File: config.mk
export PLATFORM = sky130hd
export DESIGN_NAME = positional_list_engine
export DESIGN_NICKNAME = d
export VERILOG_FILES = /design/src/sv/ple_pkg.sv /design/src/sv/positional_list_engine.sv /design/src/sv/ple_ram.sv /design/src/sv/ple_alloc.sv
export SDC_FILE = /design/constraint.sdc
export NUM_CORES = 2
export LEC_CHECK = 0
export ABC_AREA = 1
export ABC_CLOCK_PERIOD_IN_PS = 4200
export BUFFER_PORTS_ARGS = -buffer_cell sky130_fd_sc_hd__buf_4
export CAP_MARGIN = 0
export CELL_PAD_IN_SITES_DETAIL_PLACEMENT = 0
export CELL_PAD_IN_SITES_GLOBAL_PLACEMENT = 1
export CORE_ASPECT_RATIO = 0.6
export CORE_MARGIN = 8
export CORE_UTILIZATION = 41
export CTS_CLUSTER_DIAMETER = 200
export DETAILED_ROUTE_END_ITERATION = 8
export PLACE_DENSITY_LB_ADDON = 0.15
export SLEW_MARGIN = 25
export SYNTH_ARGS = -nofsm -noshare
export SYNTH_HDL_FRONTEND = slang
export SYNTH_HIERARCHICAL = 1
export SYNTH_SLANG_ARGS = --single-unit
File: constraint.sdc
create_clock -name aclk -period 4.2 [get_ports aclk]
set_input_delay 0.84 -clock aclk [delete_from_list [all_inputs] [get_ports aclk]]
set_output_delay 0.84 -clock aclk [all_outputs]
set_load 0.1 [all_outputs]
File: src/sv/ple_pkg.sv
// Shared types, constants and helper functions for the positional list engine.
`default_nettype none

package ple_pkg;

    // Storage sizing.
    localparam int CAPACITY   = 64;
    localparam int DATA_WIDTH = 32;

    // Derived widths.
    localparam int IDX_W = (CAPACITY > 1) ? $clog2(CAPACITY) : 1;
    localparam int CNT_W = $clog2(CAPACITY + 1);

    // Fixed field widths of the channel words.
    localparam int OP_W    = 3;
    localparam int POS_W   = 7;
    localparam int VALUE_W = 32;
    localparam int ST_W    = 2;
    localparam int LEN_W   = 7;

    // Width used for position range compares.
    localparam int CMP_W = ((CNT_W > POS_W) ? CNT_W : POS_W) + 1;

    // Width used to move words between the channel and the store.
    localparam int WIDE_W = (DATA_WIDTH > VALUE_W) ? DATA_WIDTH : VALUE_W;

    // Operation codes.
    localparam logic [OP_W-1:0] OP_READ   = 3'd0;
    localparam logic [OP_W-1:0] OP_WRITE  = 3'd1;
    localparam logic [OP_W-1:0] OP_INSERT = 3'd2;
    localparam logic [OP_W-1:0] OP_DELETE = 3'd3;
    localparam logic [OP_W-1:0] OP_CLEAR  = 3'd4;

    // Status codes.
    localparam logic [ST_W-1:0] ST_OK           = 2'd0;
    localparam logic [ST_W-1:0] ST_BAD_POSITION = 2'd1;
    localparam logic [ST_W-1:0] ST_FULL         = 2'd2;

    typedef struct packed {
        logic [OP_W-1:0]    op;
        logic [POS_W-1:0]   position;
        logic [VALUE_W-1:0] value;
    } in_word_t;

    typedef struct packed {
        logic [ST_W-1:0]    status;
        logic [VALUE_W-1:0] read_value;
        logic [LEN_W-1:0]   length;
    } out_word_t;

    // Requests from the sequencer to the entry allocator.
    typedef struct packed {
        logic             clear;
        logic             pop_chain;
        logic             pop_fresh;
        logic             push;
        logic [IDX_W-1:0] push_idx;
    } alloc_ctl_t;

    // Allocator view seen by the sequencer.
    typedef struct packed {
        logic             chain_nonempty;
        logic [IDX_W-1:0] head;
        logic [IDX_W-1:0] top;
    } alloc_stat_t;

    // Keep the low DATA_WIDTH bits of a channel value.
    function automatic logic [DATA_WIDTH-1:0] to_entry(input logic [VALUE_W-1:0] v);
        logic [WIDE_W-1:0] t;
        t = WIDE_W'(v);
        return t[DATA_WIDTH-1:0];
    endfunction

    // Zero-extend or truncate a stored word onto the channel.
    function automatic logic [VALUE_W-1:0] to_value(input logic [DATA_WIDTH-1:0] w);
        logic [WIDE_W-1:0] t;
        t = WIDE_W'(w);
        return t[VALUE_W-1:0];
    endfunction

endpackage

`default_nettype wire

File: src/sv/positional_list_engine.sv
// Top level of the positional list engine: request sequencer, stores and result register.
`default_nettype none

// Channel   Handshake            Word            Direction
// s_        s_valid / s_ready    s_word (op, position, value)        in
// m_        m_valid / m_ready    m_word (status, read_value, length) out
//
// One request is in flight at a time. The link walk follows one entry per
// cycle through the registered read port of the link RAM. An insert at
// position 1 needs no walk; reusing a released entry passes through a wait
// state, so an append at position 64 is the longest request. Clear, undefined
// codes and rejected requests go from decode straight to the result. Reset is
// synchronous and needs no clearing pass. A finished word waits in the output
// register while the next request is accepted; a request can only complete
// once that register is free.

module positional_list_engine (
    input  wire logic                 aclk,
    input  wire logic                 aresetn,
    input  wire logic                 s_valid,
    output logic                      s_ready,
    input  wire ple_pkg::in_word_t    s_word,
    output logic                      m_valid,
    input  wire logic                 m_ready,
    output ple_pkg::out_word_t        m_word
);

    // Sequencer states.
    localparam logic [3:0] S_IDLE       = 4'd0;
    localparam logic [3:0] S_DECODE     = 4'd1;
    localparam logic [3:0] S_ALLOC      = 4'd2;
    localparam logic [3:0] S_ALLOC_WAIT = 4'd3;
    localparam logic [3:0] S_PLACE      = 4'd4;
    localparam logic [3:0] S_WALK       = 4'd5;
    localparam logic [3:0] S_LINK_WAIT  = 4'd6;
    localparam logic [3:0] S_LINK_WR2   = 4'd7;
    localparam logic [3:0] S_FREE       = 4'd8;
    localparam logic [3:0] S_DATA_WAIT  = 4'd9;
    localparam logic [3:0] S_DONE       = 4'd10;

    logic [3:0] state_reg, state_next;

    // Latched request.
    logic [ple_pkg::OP_W-1:0]       op_reg, op_next;
    logic [ple_pkg::POS_W-1:0]      pos_reg, pos_next;
    logic [ple_pkg::DATA_WIDTH-1:0] val_reg, val_next;

    // List state.
    logic [ple_pkg::IDX_W-1:0] first_reg, first_next;
    logic [ple_pkg::CNT_W-1:0] count_reg, count_next;

    // Walk and working registers.
    logic [ple_pkg::IDX_W-1:0] cur_reg, cur_next;
    logic [ple_pkg::IDX_W-1:0] prev_reg, prev_next;
    logic [ple_pkg::IDX_W-1:0] fresh_reg, fresh_next;
    logic [ple_pkg::POS_W-1:0] steps_reg, steps_next;
    logic                      pend_reg, pend_next;

    // Result being built.
    logic [ple_pkg::ST_W-1:0]       st_reg, st_next;
    logic [ple_pkg::DATA_WIDTH-1:0] rd_reg, rd_next;

    // Output register.
    logic                  m_valid_reg, m_valid_next;
    ple_pkg::out_word_t    m_word_reg, m_word_next;

    // RAM ports.
    logic                           link_we, link_re;
    logic [ple_pkg::IDX_W-1:0]      link_waddr, link_wdata, link_raddr, link_rdata;
    logic                           ent_we, ent_re;
    logic [ple_pkg::IDX_W-1:0]      ent_waddr, ent_raddr;
    logic [ple_pkg::DATA_WIDTH-1:0] ent_wdata, ent_rdata;

    // Allocator.
    ple_pkg::alloc_ctl_t  actl;
    ple_pkg::alloc_stat_t astat;

    // Range checks.
    logic [ple_pkg::CMP_W-1:0] pos_w, count_w, count_p1;
    logic                      in_list, ins_ok, is_full;
    logic [ple_pkg::IDX_W-1:0] walk_idx;

    assign pos_w    = ple_pkg::CMP_W'(pos_reg);
    assign count_w  = ple_pkg::CMP_W'(count_reg);
    assign count_p1 = count_w + ple_pkg::CMP_W'(1);
    assign in_list  = (pos_reg != '0) && (pos_w <= count_w);
    assign ins_ok   = (pos_reg != '0) && (pos_w <= count_p1);
    assign is_full  = (count_reg == ple_pkg::CNT_W'(ple_pkg::CAPACITY));

    // During a walk the entry just fetched from the link RAM becomes the
    // current entry without going through a register first.
    assign walk_idx = pend_reg ? link_rdata : cur_reg;

    assign s_ready = (state_reg == S_IDLE);

    always_comb begin
        state_next   = state_reg;
        op_next      = op_reg;
        pos_next     = pos_reg;
        val_next     = val_reg;
        first_next   = first_reg;
        count_next   = count_reg;
        cur_next     = cur_reg;
        prev_next    = prev_reg;
        fresh_next   = fresh_reg;
        steps_next   = steps_reg;
        pend_next    = pend_reg;
        st_next      = st_reg;
        rd_next      = rd_reg;
        m_valid_next = m_valid_reg;
        m_word_next  = m_word_reg;

        link_we    = 1'b0;
        link_waddr = cur_reg;
        link_wdata = fresh_reg;
        link_re    = 1'b0;
        link_raddr = walk_idx;
        ent_we     = 1'b0;
        ent_waddr  = walk_idx;
        ent_wdata  = val_reg;
        ent_re     = 1'b0;
        ent_raddr  = walk_idx;

        actl = '0;
        actl.push_idx = cur_reg;

        if (m_valid_reg && m_ready) begin
            m_valid_next = 1'b0;
        end

        unique case (state_reg)
            S_IDLE: begin
                if (s_valid) begin
                    op_next    = s_word.op;
                    pos_next   = s_word.position;
                    val_next   = ple_pkg::to_entry(s_word.value);
                    state_next = S_DECODE;
                end
            end

            S_DECODE: begin
                st_next    = ple_pkg::ST_OK;
                rd_next    = '0;
                cur_next   = first_reg;
                prev_next  = first_reg;
                pend_next  = 1'b0;
                steps_next = pos_reg - ple_pkg::POS_W'(1);
                state_next = S_DONE;
                unique case (op_reg)
                    ple_pkg::OP_READ, ple_pkg::OP_WRITE, ple_pkg::OP_DELETE: begin
                        if (in_list) begin
                            state_next = S_WALK;
                        end else begin
                            st_next = ple_pkg::ST_BAD_POSITION;
                        end
                    end
                    ple_pkg::OP_INSERT: begin
                        priority if (!ins_ok) begin
                            st_next = ple_pkg::ST_BAD_POSITION;
                        end else if (is_full) begin
                            st_next = ple_pkg::ST_FULL;
                        end else begin
                            state_next = S_ALLOC;
                        end
                    end
                    ple_pkg::OP_CLEAR: begin
                        first_next = '0;
                        count_next = '0;
                        actl.clear = 1'b1;
                    end
                    default: begin
                    end
                endcase
            end

            S_ALLOC: begin
                // Reuse a released entry if there is one, else take a new one.
                ent_we = 1'b1;
                if (astat.chain_nonempty) begin
                    fresh_next = astat.head;
                    ent_waddr  = astat.head;
                    link_re    = 1'b1;
                    link_raddr = astat.head;
                    state_next = S_ALLOC_WAIT;
                end else begin
                    fresh_next     = astat.top;
                    ent_waddr      = astat.top;
                    actl.pop_fresh = 1'b1;
                    state_next     = S_PLACE;
                end
            end

            S_ALLOC_WAIT: begin
                actl.pop_chain = 1'b1;
                state_next     = S_PLACE;
            end

            S_PLACE: begin
                if (pos_reg == ple_pkg::POS_W'(1)) begin
                    link_we    = 1'b1;
                    link_waddr = fresh_reg;
                    link_wdata = first_reg;
                    first_next = fresh_reg;
                    count_next = count_reg + ple_pkg::CNT_W'(1);
                    state_next = S_DONE;
                end else begin
                    cur_next   = first_reg;
                    pend_next  = 1'b0;
                    steps_next = pos_reg - ple_pkg::POS_W'(2);
                    state_next = S_WALK;
                end
            end

            S_WALK: begin
                if (steps_reg == '0) begin
                    cur_next  = walk_idx;
                    pend_next = 1'b0;
                    unique case (op_reg)
                        ple_pkg::OP_READ: begin
                            ent_re     = 1'b1;
                            state_next = S_DATA_WAIT;
                        end
                        ple_pkg::OP_WRITE: begin
                            ent_we     = 1'b1;
                            state_next = S_DONE;
                        end
                        ple_pkg::OP_DELETE: begin
                            // Fetch the word and the successor together.
                            ent_re     = 1'b1;
                            link_re    = 1'b1;
                            state_next = S_LINK_WAIT;
                        end
                        default: begin
                            // Insert: the current entry is the predecessor.
                            link_re    = 1'b1;
                            state_next = S_LINK_WAIT;
                        end
                    endcase
                end else begin
                    link_re    = 1'b1;
                    prev_next  = walk_idx;
                    pend_next  = 1'b1;
                    steps_next = steps_reg - ple_pkg::POS_W'(1);
                end
            end

            S_LINK_WAIT: begin
                if (op_reg == ple_pkg::OP_DELETE) begin
                    rd_next = ent_rdata;
                    if (pos_reg == ple_pkg::POS_W'(1)) begin
                        first_next = link_rdata;
                    end else begin
                        link_we    = 1'b1;
                        link_waddr = prev_reg;
                        link_wdata = link_rdata;
                    end
                    state_next = S_FREE;
                end else begin
                    link_we    = 1'b1;
                    link_waddr = fresh_reg;
                    link_wdata = link_rdata;
                    state_next = S_LINK_WR2;
                end
            end

            S_LINK_WR2: begin
                link_we    = 1'b1;
                link_waddr = cur_reg;
                link_wdata = fresh_reg;
                count_next = count_reg + ple_pkg::CNT_W'(1);
                state_next = S_DONE;
            end

            S_FREE: begin
                // The removed entry joins the head of the released chain.
                link_we    = 1'b1;
                link_waddr = cur_reg;
                link_wdata = astat.head;
                actl.push  = 1'b1;
                count_next = count_reg - ple_pkg::CNT_W'(1);
                state_next = S_DONE;
            end

            S_DATA_WAIT: begin
                rd_next    = ent_rdata;
                state_next = S_DONE;
            end

            S_DONE: begin
                if (!m_valid_reg || m_ready) begin
                    m_valid_next           = 1'b1;
                    m_word_next.status     = st_reg;
                    m_word_next.read_value = ple_pkg::to_value(rd_reg);
                    m_word_next.length     = ple_pkg::LEN_W'(count_reg);
                    state_next             = S_IDLE;
                end
            end

            default: begin
                state_next = S_IDLE;
            end
        endcase
    end

    always_ff @(posedge aclk) begin
        if (!aresetn) begin
            state_reg   <= S_IDLE;
            first_reg   <= '0;
            count_reg   <= '0;
            pend_reg    <= 1'b0;
            m_valid_reg <= 1'b0;
        end else begin
            state_reg   <= state_next;
            first_reg   <= first_next;
            count_reg   <= count_next;
            pend_reg    <= pend_next;
            m_valid_reg <= m_valid_next;
        end
        op_reg     <= op_next;
        pos_reg    <= pos_next;
        val_reg    <= val_next;
        cur_reg    <= cur_next;
        prev_reg   <= prev_next;
        fresh_reg  <= fresh_next;
        steps_reg  <= steps_next;
        st_reg     <= st_next;
        rd_reg     <= rd_next;
        m_word_reg <= m_word_next;
    end

    assign m_valid = m_valid_reg;
    assign m_word  = m_word_reg;

    // Successor index of every entry.
    ple_ram #(
        .WIDTH (ple_pkg::IDX_W),
        .DEPTH (ple_pkg::CAPACITY)
    ) u_link_ram (
        .aclk    (aclk),
        .wr_en   (link_we),
        .wr_addr (link_waddr),
        .wr_data (link_wdata),
        .rd_en   (link_re),
        .rd_addr (link_raddr),
        .rd_data (link_rdata)
    );

    // Data word of every entry.
    ple_ram #(
        .WIDTH (ple_pkg::DATA_WIDTH),
        .DEPTH (ple_pkg::CAPACITY)
    ) u_entry_ram (
        .aclk    (aclk),
        .wr_en   (ent_we),
        .wr_addr (ent_waddr),
        .wr_data (ent_wdata),
        .rd_en   (ent_re),
        .rd_addr (ent_raddr),
        .rd_data (ent_rdata)
    );

    ple_alloc u_alloc (
        .aclk     (aclk),
        .aresetn  (aresetn),
        .ctl      (actl),
        .pop_next (link_rdata),
        .stat     (astat)
    );

    a_count_bound: assert property (@(posedge aclk) disable iff (!aresetn)
        count_reg <= ple_pkg::CNT_W'(ple_pkg::CAPACITY))
        else $error("list length exceeds capacity");

    a_idle_holds_count: assert property (@(posedge aclk) disable iff (!aresetn)
        (state_reg == S_IDLE) |=> $stable(count_reg))
        else $error("list length changed without a request in progress");

    a_result_held: assert property (@(posedge aclk) disable iff (!aresetn)
        (m_valid_reg && !m_ready) |=> (m_valid_reg && $stable(m_word_reg)))
        else $error("result word dropped or changed while waiting");

endmodule

`default_nettype wire

File: src/sv/ple_ram.sv
// Generic single-write, single-read RAM with a registered read port.
`default_nettype none

module ple_ram #(
    parameter int WIDTH = 32,
    parameter int DEPTH = 64
) (
    input  wire logic                             aclk,
    input  wire logic                             wr_en,
    input  wire logic [$clog2(DEPTH)-1:0]         wr_addr,
    input  wire logic [WIDTH-1:0]                 wr_data,
    input  wire logic                             rd_en,
    input  wire logic [$clog2(DEPTH)-1:0]         rd_addr,
    output logic      [WIDTH-1:0]                 rd_data
);

    logic [WIDTH-1:0] mem [DEPTH];

    always_ff @(posedge aclk) begin
        if (wr_en) begin
            mem[wr_addr] <= wr_data;
        end
        if (rd_en) begin
            rd_data <= mem[rd_addr];
        end
    end

endmodule

`default_nettype wire

File: src/sv/ple_alloc.sv
// Entry allocator: a high-water mark plus a chain of released entries.
`default_nettype none

module ple_alloc (
    input  wire logic                       aclk,
    input  wire logic                       aresetn,
    input  wire ple_pkg::alloc_ctl_t        ctl,
    input  wire logic [ple_pkg::IDX_W-1:0]  pop_next,
    output ple_pkg::alloc_stat_t            stat
);

    // Entries at or above the mark have never been used since the last clear.
    logic [ple_pkg::CNT_W-1:0] hwm_reg, hwm_next;
    // Released entries are chained through their link words.
    logic [ple_pkg::CNT_W-1:0] fcnt_reg, fcnt_next;
    logic [ple_pkg::IDX_W-1:0] head_reg, head_next;

    always_comb begin
        hwm_next  = hwm_reg;
        fcnt_next = fcnt_reg;
        head_next = head_reg;
        priority if (ctl.clear) begin
            hwm_next  = '0;
            fcnt_next = '0;
        end else if (ctl.pop_fresh) begin
            hwm_next = hwm_reg + ple_pkg::CNT_W'(1);
        end else if (ctl.pop_chain) begin
            head_next = pop_next;
            fcnt_next = fcnt_reg - ple_pkg::CNT_W'(1);
        end else if (ctl.push) begin
            head_next = ctl.push_idx;
            fcnt_next = fcnt_reg + ple_pkg::CNT_W'(1);
        end
    end

    always_ff @(posedge aclk) begin
        if (!aresetn) begin
            hwm_reg  <= '0;
            fcnt_reg <= '0;
        end else begin
            hwm_reg  <= hwm_next;
            fcnt_reg <= fcnt_next;
        end
        head_reg <= head_next;
    end

    assign stat.chain_nonempty = (fcnt_reg != '0);
    assign stat.head           = head_reg;
    assign stat.top            = hwm_reg[ple_pkg::IDX_W-1:0];

    a_pop_chain_nonempty: assert property (@(posedge aclk) disable iff (!aresetn)
        ctl.pop_chain |-> (fcnt_reg != '0))
        else $error("allocator chain popped while empty");

    a_pop_fresh_room: assert property (@(posedge aclk) disable iff (!aresetn)
        ctl.pop_fresh |-> (hwm_reg < ple_pkg::CNT_W'(ple_pkg::CAPACITY)))
        else $error("allocator mark advanced past capacity");

    a_chain_within_mark: assert property (@(posedge aclk) disable iff (!aresetn)
        fcnt_reg <= hwm_reg)
        else $error("released chain longer than entries ever used");

endmodule

`default_nettype wire
==> results.py <==
metrics = {
    "setup_path": {
        "reg2reg_from": "u_alloc/fcnt_reg[4]$_SDFFE_PP0P_",
        "critical_path_class": "flop to flop",
        "r2r_setup_slack_ns": 0.18,
        "critical-path-max-stage-delay_ns": 0.36,
        "slowest_stage": "nand4_1",
        "crit_fanout": 78,
        "critPathTopFamily": "simple AND/OR/NAND/NOR gates",
        "crit_buf_inv": 5,
        "reg2reg_depth": 17,
        "regToRegEndpoint": "u_link_ram/rd_data[1]$_DFFE_PP_",
        "worst-endpoint-arrival_ns": 4.61,
        "cp-start-kind": "flop",
        "cp-end-kind": "flop",
        "cp_cell_sequence": "nor3_1 > nand4_1 > inv_1 > buf_4 > a21oi_1 > o21ai_4 > inv_4 > buf_12 > buf_12 > nand2_1 > nand3_1 > nand3_1 > nand2_1 > nand2_1 > nand3_1 > nand3_1 > nand2_1",
        "cp.required_ns": 4.79,
    },
    "global_routing": {
        "grt_overflow": 0,
        "grt_pass1_wl_um": 497000,
        "grt_pass1_vias": 67900,
        "grt_max_degree": 193,
        "track_usage_pct": 24.1,
        "antenna_found_initial": 19,
    },
    "logic_synthesis": {
        "ys.warnings.count": 6,
        "synth.most_common_cell": "nand2_1",
        "synth-seq-area-share_pct": 73.5,
        "syn_inst": 9044,
        "ys_ff_latch": 2650,
        "synth_area_leaders": "edfxtp_1, nand3_1, nand2_1",
        "synthTopCellsByCount": "nand2_1, edfxtp_1, nand3_1",
        "synth-edff-count": 2618,
        "syn_nets": 9124,
        "synth.distinct_cells": 54,
        "synth.cell_area_um2": 108000,
        "synth_ff_type": "edfxtp_1",
        "syn_area_per_cell_um2": 11.9,
        "yosys.area.top_type": "edfxtp_1",
        "synth_top_area_share_pct": 72.9,
        "async_flop_share_pct": 0,
    },
    "route": {
        "firstDrtPassIters": 8,
        "vias": 72400,
        "routed_wl_um": 347000,
        "avgRoutedWirePerCell_um": 26.9,
        "routed_via_density": 5.61,
        "drc_errors": 0,
        "drtIter0Drc": 9663,
        "detail-route-antenna-nets": 0,
    },
    "final_layout": {
        "fin_nets": 9306,
        "largest_reg_flops": 2048,
        "nFillCells": 23400,
        "multi_input_area_um2": 25800,
        "area_growth_pct": 14.2,
        "regArea_um2": 79300,
        "drive_gt1_share_pct": 10.2,
        "final_util_pct": 46.9,
    },
    "timing": {
        "final-setup-viol-count": 0,
        "rsz0062_at_grt": "false",
        "fin_crit_sh_pct": 95.7,
        "hold_violations": 0,
        "fmax_mhz": 249,
        "setup_tns_ns": 0,
        "tightest_slew_ns": 1.21,
        "finClkSkew_ns": 0.0574,
        "maxSlewHeadroom_pct": 19.6,
        "period_needed_ns": 4.02,
        "slew_violations": 0,
    },
    "clock_tree": {
        "clock-root-buffer": "clkbuf_16",
        "insertion_delay_ns": 0.86,
        "cts.sinks": 2650,
        "clk_pin_slew_ns": 0.06,
        "cts_hold_buf": 0,
        "cts_buffers": 266,
        "cts_max_path_buffers": 4,
        "tritoncts": "yes",
        "postCtsSetupBuffers": 0,
        "cts_resized": 0,
        "cts_max_level": 5,
    },
    "floorplanning": {
        "core_region_area_um2": 263000,
        "die_w_um": 678,
        "start_util_pct": 41.1,
        "die-area_um2": 280000,
        "die_height_um": 413,
        "row_count": 146,
        "ioPinCount": 89,
    },
    "worst_hold_path": {
        "hold_path_startpoint": "s_word[5]",
        "hold_path_end": "ent_wdata[5]$_DFFE_PP_",
        "hold_path.class": "input port to flop",
        "worstHoldPathCells": 1,
    },
    "power_and_ir_drop": {
        "p_sw_share_pct": 41.8,
        "power_frac_clock_pct": 24.5,
        "peakVddDrop_uv": 859,
        "power_switching_w": 0.0393,
        "pwr-share-seq_pct": 35.0,
        "combPwrFrac_pct": 40.5,
        "leakage_nw": 43.6,
        "cellPowerDensity_nw_per_um2": 764,
        "intPower_w": 0.0548,
    },
    "place": {
        "port_buffers": 88,
        "gp_congestion": 0.848,
        "dp_hpwl_um": 196000,
    },
    "outcome": {
        "status": "completed",
    },
    "run": {
        "drv_cap": 0,
    },
}
==> power by group through the flow <==
stage               Combinational (W)  Clock (W)  Sequential, W
global placement               0.0374          0         0.0335
floorplan                      0.0209          0         0.0343
CTS                            0.0377     0.0235         0.0329
detailed placement             0.0376          0         0.0335
global route                   0.0412     0.0244         0.0330
finish                         0.0381     0.0230         0.0330
==> through the flow <==
stage	area [µm²]	total power [W]	setup slack (ns)	hold slack [ns]	instances
2_1_floorplan	108000	0.0553	0.315	0.400	9044
3_3_place_gp	115000	0.0709	0.282	0.404	12400
3_5_place_dp	115000	0.0711	0.301	0.405	12400
4_1_cts	123000	0.0941	0.295	0.106	12900
5_1_grt	123000	0.0986	0.0124	0.126	12900
6_report	123000	0.0941	0.179	0.168	12900
==> cell type report <==
class,instances,share of cell area (%)
Inverter,181,0.598
Tap cell,3478,3.53
Timing Repair Buffer,457,3.94
Sequential cell,2650,64.4
Clock buffer,349,5.89
Multi-Input combinational cell,5670,20.9
Antenna cell,7,0.0142
Clock inverter,114,0.725
==> cells by family after synthesis <==
kind of cell               Yosys count  share of synthesized area, %
adders and majority gates           34                         0.408
and+or+nand+nor                   5491                          22.0
DFF                               2650                          73.5
xor gates and xnor gates            11                        0.0893
buffers and inverters              724                          3.25
AOI/OAI and AO/OA                  134                         0.769
==> cell usage in the layout (no fill, tap or decap), drive strengths merged, types with 3 or more instances in the layout <==
| cell | synthesis | final |
|---|---|---|
| inv | 181 | 183 |
| o211ai | 5 | 5 |
| ha | 32 | 32 |
| o221ai | 6 | 6 |
| xor2 | 6 | 6 |
| dfxtp | 32 | 32 |
| clkinvlp | 0 | 10 |
| nor4 | 8 | 8 |
| xnor2 | 5 | 5 |
| or2 | 9 | 9 |
| o2111ai | 3 | 3 |
| buf | 437 | 457 |
| edfxtp | 2618 | 2618 |
| clkbuf | 106 | 349 |
| a221oi | 3 | 3 |
| a31oi | 5 | 5 |
| nor2 | 231 | 231 |
| nand2 | 2938 | 2938 |
| clkinv | 0 | 91 |
| nand3 | 2262 | 2262 |
| o21ai | 49 | 49 |
| bufinv | 0 | 11 |
| a21oi | 53 | 53 |
| nor3 | 26 | 26 |
| diode | 0 | 7 |
| nand4 | 17 | 17 |
| o22ai | 3 | 3 |
==> worst max-delay path by stage <==
stage	start	endpoint	slack, ns	depth (start not counted)
floorplan	u_alloc/fcnt_reg[4]$_SDFFE_PP0P_	u_entry_ram/mem[15][0]$_DFFE_PP_	0.31	11
global placement	pend_reg$_SDFFE_PN0P_	u_link_ram/rd_data[1]$_DFFE_PP_	0.28	14
detailed placement	pend_reg$_SDFFE_PN0P_	u_link_ram/rd_data[1]$_DFFE_PP_	0.30	14
CTS	pend_reg$_SDFFE_PN0P_	u_link_ram/rd_data[1]$_DFFE_PP_	0.29	14
global route	u_alloc/fcnt_reg[4]$_SDFFE_PP0P_	u_link_ram/rd_data[1]$_DFFE_PP_	0.01	17
finish	u_alloc/fcnt_reg[4]$_SDFFE_PP0P_	u_link_ram/rd_data[1]$_DFFE_PP_	0.18	17
==> per-layer routing <==
metal	part of all wire, %	vias to the layer above	wire, µm	global-route usage (%)
li1	-	32300	-	-
met1	48	36400	166000	39.0
met2	40	3265	137000	32.7
met3	11	421	37100	5.53
met4	1.9	0	6470	4.65
met5	0	-	0	0
(Power assumes the default switching activity.)
